==> config.mk <==
export PLATFORM = sky130hd
export DESIGN_NAME = periodic_timer_bank
export DESIGN_NICKNAME = d
export VERILOG_FILES = /design/src/rtl/ptb_pkg.sv /design/src/rtl/ptb_cell.sv /design/src/rtl/periodic_timer_bank.sv
export SDC_FILE = /design/constraint.sdc
export NUM_CORES = 2
export LEC_CHECK = 0
export ABC_AREA = 0
export BUFFER_PORTS_ARGS = -buffer_cell sky130_fd_sc_hd__buf_2
export CORE_UTILIZATION = 65
export CTS_BUF_LIST = sky130_fd_sc_hd__clkbuf_4 sky130_fd_sc_hd__clkbuf_8
export DETAILED_ROUTE_END_ITERATION = 8
export PLACE_DENSITY_LB_ADDON = 0.25
export RECOVER_POWER = 50
export SYNTH_ARGS = -nofsm -noshare
export SYNTH_HDL_FRONTEND = slang
export SYNTH_SLANG_ARGS = --single-unit
==> constraint.sdc <==
create_clock -name clk -period 6.9 [get_ports clk]
set_input_delay 1.38 -clock clk [delete_from_list [all_inputs] [get_ports clk]]
set_output_delay 1.38 -clock clk [all_outputs]
set_load 0.05 [all_outputs]
==> src/rtl/ptb_pkg.sv <==
// Shared types and constants of the periodic timer bank.
`default_nettype none

package ptb_pkg;

    localparam int SLOTS     = 16;
    localparam int TIME_BITS = 24;
    localparam int IDX_W     = 4;
    localparam int ELAP_W    = 16;

    typedef enum logic [1:0] {
        OP_CREATE = 2'd0,
        OP_DELETE = 2'd1,
        OP_TICK   = 2'd2,
        OP_CLEAR  = 2'd3
    } op_t;

    localparam logic [1:0] STATUS_OK         = 2'd0;
    localparam logic [1:0] STATUS_FULL       = 2'd1;
    localparam logic [1:0] STATUS_NOT_IN_USE = 2'd2;

    typedef struct packed {
        logic                 create;
        logic                 del;
        logic                 tick;
        logic                 clear;
        logic                 walk_go;
        logic [TIME_BITS-1:0] period;
        logic [IDX_W-1:0]     sel;
        logic [ELAP_W-1:0]    elapsed;
    } cell_cmd_t;

    typedef struct packed {
        logic grant;
        logic del_hit;
        logic emit;
        logic emit_last;
    } cell_stat_t;

endpackage

`default_nettype wire

==> src/rtl/ptb_cell.sv <==
// One timer slot of the bank, linked to its neighbors by the claim, token and fire chains.
`default_nettype none

module ptb_cell (
    input  wire logic                      clk,
    input  wire logic                      rst_n,
    input  wire logic [ptb_pkg::IDX_W-1:0] slot_idx,
    input  wire ptb_pkg::cell_cmd_t        cmd,
    input  wire logic                      claim_in,
    output logic                           claim_out,
    input  wire logic                      token_in,
    output logic                           token_out,
    input  wire logic                      fire_in,
    output logic                           fire_out,
    output ptb_pkg::cell_stat_t            stat
);

    logic                          in_use_reg;
    logic                          in_use_next;
    logic                          token_reg;
    logic [ptb_pkg::TIME_BITS-1:0] period_reg;
    logic [ptb_pkg::TIME_BITS-1:0] period_next;
    logic [ptb_pkg::TIME_BITS-1:0] remain_reg;
    logic [ptb_pkg::TIME_BITS-1:0] remain_next;
    logic [ptb_pkg::TIME_BITS-1:0] elapsed_ext;
    logic                          free;
    logic                          fire;

    assign free        = !in_use_reg;
    assign fire        = in_use_reg && (remain_reg == '0);
    assign claim_out   = claim_in || free;
    assign fire_out    = fire || fire_in;
    assign token_out   = token_reg && cmd.walk_go;
    assign elapsed_ext = ptb_pkg::TIME_BITS'(cmd.elapsed);

    always_comb
    begin
        stat.grant     = cmd.create && free && !claim_in;
        stat.del_hit   = cmd.del && in_use_reg && (cmd.sel == slot_idx);
        stat.emit      = token_reg && fire;
        stat.emit_last = token_reg && fire && !fire_in;

        in_use_next = in_use_reg;
        period_next = period_reg;
        remain_next = remain_reg;
        if (cmd.clear || stat.del_hit)
        begin
            in_use_next = 1'b0;
        end
        if (stat.grant)
        begin
            in_use_next = 1'b1;
            period_next = cmd.period;
            remain_next = cmd.period;
        end
        if (cmd.tick && in_use_reg && (remain_reg != '0))
        begin
            remain_next = (remain_reg > elapsed_ext) ? (remain_reg - elapsed_ext) : '0;
        end
        if (stat.emit)
        begin
            remain_next = period_reg;
        end
    end

    always_ff @(posedge clk or negedge rst_n)
    begin
        if (!rst_n)
        begin
            in_use_reg <= 1'b0;
            token_reg  <= 1'b0;
        end
        else
        begin
            in_use_reg <= in_use_next;
            token_reg  <= token_in;
        end
    end

    always_ff @(posedge clk)
    begin
        period_reg <= period_next;
        remain_reg <= remain_next;
    end

endmodule

`default_nettype wire

==> src/rtl/periodic_timer_bank.sv <==
// Top level of the periodic timer bank: command decode, tick walk control and result register.
// Create, delete and clear-all give their single result in the cycle after acceptance and keep busy low.
// A tick is accepted and busy then stays high while a token walks the slot cells,
// one cell per cycle; busy ends once the token reaches the last firing slot, or at once if none fires.
// Each firing slot gives a result in the cycle after the token reaches it; the receiver cannot stall.
// Reset frees every slot and clears the strobe and the walk; period and count stores are not reset.
`default_nettype none

module periodic_timer_bank (
    input  wire logic        clk,
    input  wire logic        rst_n,
    input  wire logic        start,
    output logic             busy,
    input  wire logic [1:0]  op,
    input  wire logic [23:0] period_ms,
    input  wire logic [3:0]  slot,
    input  wire logic [15:0] elapsed_ms,
    output logic             valid,
    output logic [1:0]       status,
    output logic [3:0]       slot_id,
    output logic             fired,
    output logic             last
);

    typedef enum logic [1:0] {
        ST_IDLE = 2'b01,
        ST_WALK = 2'b10
    } state_t;

    state_t                      state_reg;
    state_t                      state_next;
    logic [ptb_pkg::IDX_W-1:0]   pos_reg;
    logic [ptb_pkg::IDX_W-1:0]   pos_next;
    logic                        valid_reg;
    logic                        valid_next;
    logic [1:0]                  status_reg;
    logic [1:0]                  status_next;
    logic [3:0]                  slot_id_reg;
    logic [3:0]                  slot_id_next;
    logic                        fired_reg;
    logic                        fired_next;
    logic                        last_reg;
    logic                        last_next;

    ptb_pkg::cell_cmd_t          cmd;
    ptb_pkg::cell_stat_t         stat [ptb_pkg::SLOTS];
    logic [ptb_pkg::SLOTS:0]     claim_chain;
    logic [ptb_pkg::SLOTS:0]     token_chain;
    logic [ptb_pkg::SLOTS:0]     fire_chain;
    logic                        accept;
    logic                        walking;
    logic                        any_emit;
    logic                        any_last;
    logic                        any_hit;
    logic [ptb_pkg::IDX_W-1:0]   grant_idx;
    logic                        walk_end;

    assign busy    = (state_reg == ST_WALK);
    assign accept  = start && !busy;
    assign walking = (state_reg == ST_WALK);

    always_comb
    begin
        cmd.create  = 1'b0;
        cmd.del     = 1'b0;
        cmd.tick    = 1'b0;
        cmd.clear   = 1'b0;
        cmd.period  = period_ms[ptb_pkg::TIME_BITS-1:0];
        cmd.sel     = slot;
        cmd.elapsed = elapsed_ms;
        if (accept)
        begin
            unique case (ptb_pkg::op_t'(op))
                ptb_pkg::OP_CREATE: cmd.create = 1'b1;
                ptb_pkg::OP_DELETE: cmd.del    = 1'b1;
                ptb_pkg::OP_TICK:   cmd.tick   = 1'b1;
                ptb_pkg::OP_CLEAR:  cmd.clear  = 1'b1;
                default:            cmd.clear  = 1'b0;
            endcase
        end
        cmd.walk_go = walking && !walk_end;
    end

    assign claim_chain[0]              = 1'b0;
    assign token_chain[0]              = cmd.tick;
    assign fire_chain[ptb_pkg::SLOTS]  = 1'b0;

    for (genvar i = 0; i < ptb_pkg::SLOTS; i++)
    begin : g_cell
        ptb_cell u_cell (
            .clk       (clk),
            .rst_n     (rst_n),
            .slot_idx  (ptb_pkg::IDX_W'(i)),
            .cmd       (cmd),
            .claim_in  (claim_chain[i]),
            .claim_out (claim_chain[i+1]),
            .token_in  (token_chain[i]),
            .token_out (token_chain[i+1]),
            .fire_in   (fire_chain[i+1]),
            .fire_out  (fire_chain[i]),
            .stat      (stat[i])
        );
    end

    always_comb
    begin
        any_emit  = 1'b0;
        any_last  = 1'b0;
        any_hit   = 1'b0;
        grant_idx = '0;
        for (int i = 0; i < ptb_pkg::SLOTS; i++)
        begin
            any_emit = any_emit || stat[i].emit;
            any_last = any_last || stat[i].emit_last;
            any_hit  = any_hit || stat[i].del_hit;
            if (stat[i].grant)
            begin
                grant_idx = grant_idx | ptb_pkg::IDX_W'(i);
            end
        end
    end

    // On the first walk cycle the fire chain still covers every slot, so it tells whether any fires.
    assign walk_end = walking && (((pos_reg == '0) && !fire_chain[0]) || any_last);

    always_comb
    begin
        state_next   = state_reg;
        pos_next     = pos_reg;
        valid_next   = 1'b0;
        status_next  = ptb_pkg::STATUS_OK;
        slot_id_next = '0;
        fired_next   = 1'b0;
        last_next    = 1'b1;
        unique case (state_reg)
            ST_IDLE:
            begin
                pos_next = '0;
                if (cmd.create)
                begin
                    valid_next = 1'b1;
                    if (claim_chain[ptb_pkg::SLOTS])
                    begin
                        slot_id_next = 4'(grant_idx);
                    end
                    else
                    begin
                        status_next = ptb_pkg::STATUS_FULL;
                    end
                end
                if (cmd.del)
                begin
                    valid_next   = 1'b1;
                    slot_id_next = slot;
                    status_next  = any_hit ? ptb_pkg::STATUS_OK : ptb_pkg::STATUS_NOT_IN_USE;
                end
                if (cmd.clear)
                begin
                    valid_next = 1'b1;
                end
                if (cmd.tick)
                begin
                    state_next = ST_WALK;
                end
            end
            ST_WALK:
            begin
                pos_next = pos_reg + ptb_pkg::IDX_W'(1);
                if (any_emit)
                begin
                    valid_next   = 1'b1;
                    slot_id_next = 4'(pos_reg);
                    fired_next   = 1'b1;
                    last_next    = any_last;
                end
                else if (walk_end)
                begin
                    valid_next = 1'b1;
                end
                if (walk_end)
                begin
                    state_next = ST_IDLE;
                end
            end
            default:
            begin
                state_next = ST_IDLE;
            end
        endcase
    end

    always_ff @(posedge clk or negedge rst_n)
    begin
        if (!rst_n)
        begin
            state_reg <= ST_IDLE;
            pos_reg   <= '0;
            valid_reg <= 1'b0;
        end
        else
        begin
            state_reg <= state_next;
            pos_reg   <= pos_next;
            valid_reg <= valid_next;
        end
    end

    always_ff @(posedge clk)
    begin
        status_reg  <= status_next;
        slot_id_reg <= slot_id_next;
        fired_reg   <= fired_next;
        last_reg    <= last_next;
    end

    assign valid   = valid_reg;
    assign status  = status_reg;
    assign slot_id = slot_id_reg;
    assign fired   = fired_reg;
    assign last    = last_reg;

endmodule

`default_nettype wire

==> metrics.txt <==
status finished, violations left; violated checks max-capacitance violations, max-slew violations; worst hold path type register to register; Post-Route WL 142000 um; Post-CTS Hold Buffers 0; unrepaired setup endpoints after global routing false; hpwl dp 90560 um; synthesized area 47260 sq um; R2R cell count 9; critical path depth 9; largest cells by area after synthesis edfxtp_1 (49%), ha_1 (6.9%), o21ai_0 (3.9%); Synth area leader edfxtp_1; CTS tree built; die width 271.6 um; most common cell after layout, fill and taps aside edfxtp_1; Netlist cell types 88; final cell count without fillers 5580; crit path capture type register; # Post-CTS Setup Buffers 0; commonest cells after routing, fill and taps aside edfxtp_1 (768), nor2_1 (411), o21ai_0 (363), a21oi_1 (289), ha_1 (260); crit-path max FO 17; pin slew with the least headroom to its limit 3.336 ns; minimum clock period 5.798 ns; CP endpoint g_cell[14].u_cell.token_reg$_DFF_PN0_; syn nets 4746; largest net degree at the start of global routing 40; crit share post-route 0.8403; Ports 59; clk_lat worst skew 0.81 ns; first-pass GRT wire length 214800 um; Worst setup SP type register; Synthesis Warnings 0; setup TNS 0 ns; Pleak 18.79 nW; number of flops mapped to enable cells by yosys 768; Worst VDD drop 0.1741 mV; Max-Cap Viols 31; fin nets 4856; WP buf/inv 0; core area 71730 sq um; final count of pins violating max slew 953; Reg area 24200 sq um; share of post-route cells with drive strength above 1 0.07777; CTS clk-pin slew, worst paths 0.06 ns; final setup fails 0; Rel. slew slack -1.224; Num Clock Sinks 815; initial antenna violation count 4; Die H 271.6 um; Cells after DPL 5342; CTS max path bufs 3; Worst R2R Start g_cell[1].u_cell.remain_reg[19]$_DFFE_PP_; CP startpoint g_cell[1].u_cell.remain_reg[19]$_DFFE_PP_; Crit path largest cell delay 2.03 ns; routed via count 38.14k; Peak Freq 172.5 MHz; total grt overflow 0; Crit path arrival time 6.47 ns; hold_sp g_cell[15].u_cell.period_reg[19]$_DFFE_PP_; Layout area overhead 8.369%; antenna-violating nets left 0; post_cts resized 0; Final Hold Vio Count 0; vias per cell 6.834; Synth Flop Type edfxtp_1; skew final 0.03106 ns; CP cell instances nor4_1 -> nand3_1 -> or4_1 -> o21a_1 -> o21ai_1 -> a211oi_1 -> o311ai_0 -> nor2_2 -> and2_1; vias in the first global route 36.08k; Rows 98; drt first pass iters 6; die footprint 73790 sq um; H-tree depth 4; Port Buffers 58; post-synthesis sequential area ratio 0.5121; #FFs+latches synth 815; Synth Area per Inst 10.69 sq um; DP Area 48800 sq um; critical path class register to register; Iter 0 DRT Violations 4936; PwrDens 218.2 nW/um^2; CP top delay family compound AO/OA/AOI/OAI gates; flop2flop setup slack 1.10 ns; synthesized instance count 4421; Wirelength per Cell 25.45 um; area occupied by multi-input gates 21820 sq um; Final Instance Area 51210 sq um; Total Routing Usage GR 0.3834; fraction of registers with async set/reset 0.04785; initial core utilization 0.6588; DRC Markers 0; Placer Congestion 1.002; Reg2Reg Capture Point g_cell[14].u_cell.token_reg$_DFF_PN0_; post-synth top area share 0.4880; Crit-path slowest cell o311ai_0; root buf cell clkbuf_8; Layout fillers 5211; Inserted Clock Buffers 137; Worst EP required 7.57 ns
[worst min-delay path, cell delays in order, from the launching register on]
cell      delay, ns
edfxtp_1       0.32
nand2_1        0.04
o221ai_1       0.05
[metrics by stage]
step                      utilization  power (mW)  hold slack [ns]  worst slack [ns]
after global placement         0.6803       6.951           0.4871             1.412
after global routing           0.7140       11.50           0.5323            0.9155
final                          0.7140       11.17           0.5117             1.102
after detailed placement       0.6803       6.980           0.5027             1.248
after floorplan                     -       6.527           0.4597             1.796
after CTS                      0.7166       11.15           0.5133             2.097
[where the power goes]
part | switching (mW) | total (mW) | internal (mW)
clock network | 1.99 | 4.24 | 2.24
logic | 0.900 | 1.38 | 0.482
registers | 0.0551 | 5.55 | 5.50
total | 2.95 | 11.2 | 8.22
[kinds of logic (layout without fill, tap and decap cells)]
group,count (synthesis),count (layout),share of synthesized area
flip-flops,815,815,0.5121
AO/OA/AOI/OAI,1374,1374,0.1893
other,0,1,0
multiplexers,4,4,0.0008737
XOR/XNOR,319,319,0.05912
adder cells (fa/ha/maj),276,276,0.07562
buffers and inverters,327,535,0.02629
AND/OR/NAND/NOR,1306,1306,0.1367
[layer usage]
metal	wire length [um]	up-vias	track usage	part of all wire
met1	56600	18260	0.5420	0.40
met2	61200	2239	0.5704	0.43
met5	35	-	0	0.00025
met3	17650	362	0.08147	0.12
li1	-	17270	-	-
met4	6542	6	0.1730	0.046
[cell type report]
| class | instances | area share |
|---|---|---|
| Timing Repair Buffer | 148 | 0.01637 |
| Antenna cell | 1 | 0.00004886 |
| Multi-Input combinational cell | 3279 | 0.4260 |
| Sequential cell | 815 | 0.4725 |
| Inverter | 150 | 0.01099 |
| Clock buffer | 190 | 0.04532 |
| Tap cell | 950 | 0.02321 |
| Clock inverter | 47 | 0.005497 |
[worst min path at each step]
stage,cells past startpoint,endpoint
finish,2,g_cell[15].u_cell.remain_reg[19]$_DFFE_PP_
global route,1,g_cell[11].u_cell.token_reg$_DFF_PN0_
CTS,2,g_cell[15].u_cell.remain_reg[20]$_DFFE_PP_
detailed placement,1,g_cell[14].u_cell.token_reg$_DFF_PN0_
global placement,1,g_cell[14].u_cell.token_reg$_DFF_PN0_
floorplan,1,g_cell[14].u_cell.token_reg$_DFF_PN0_
[cells in the mapped netlist, types with 32 or more instances]
cell type,number
edfxtp_1,768
nor2_1,415
o21ai_0,367
a21oi_1,289
ha_1,260
nand2_1,242
a22oi_1,188
xnor2_1,171
clkbuf_1,165
inv_1,150
xor2_1,148
nor4_1,111
nor3_1,108
a21o_1,87
a221oi_1,83
and3_1,78
nand3_1,63
nand4_1,60
nand2b_1,45
o22ai_1,41
or3_1,40
o21a_1,39
dfrtp_1,38
o211ai_1,38
o21bai_1,36
a211oi_1,32
No activity file was read; power rests on OpenSTA's default activity.
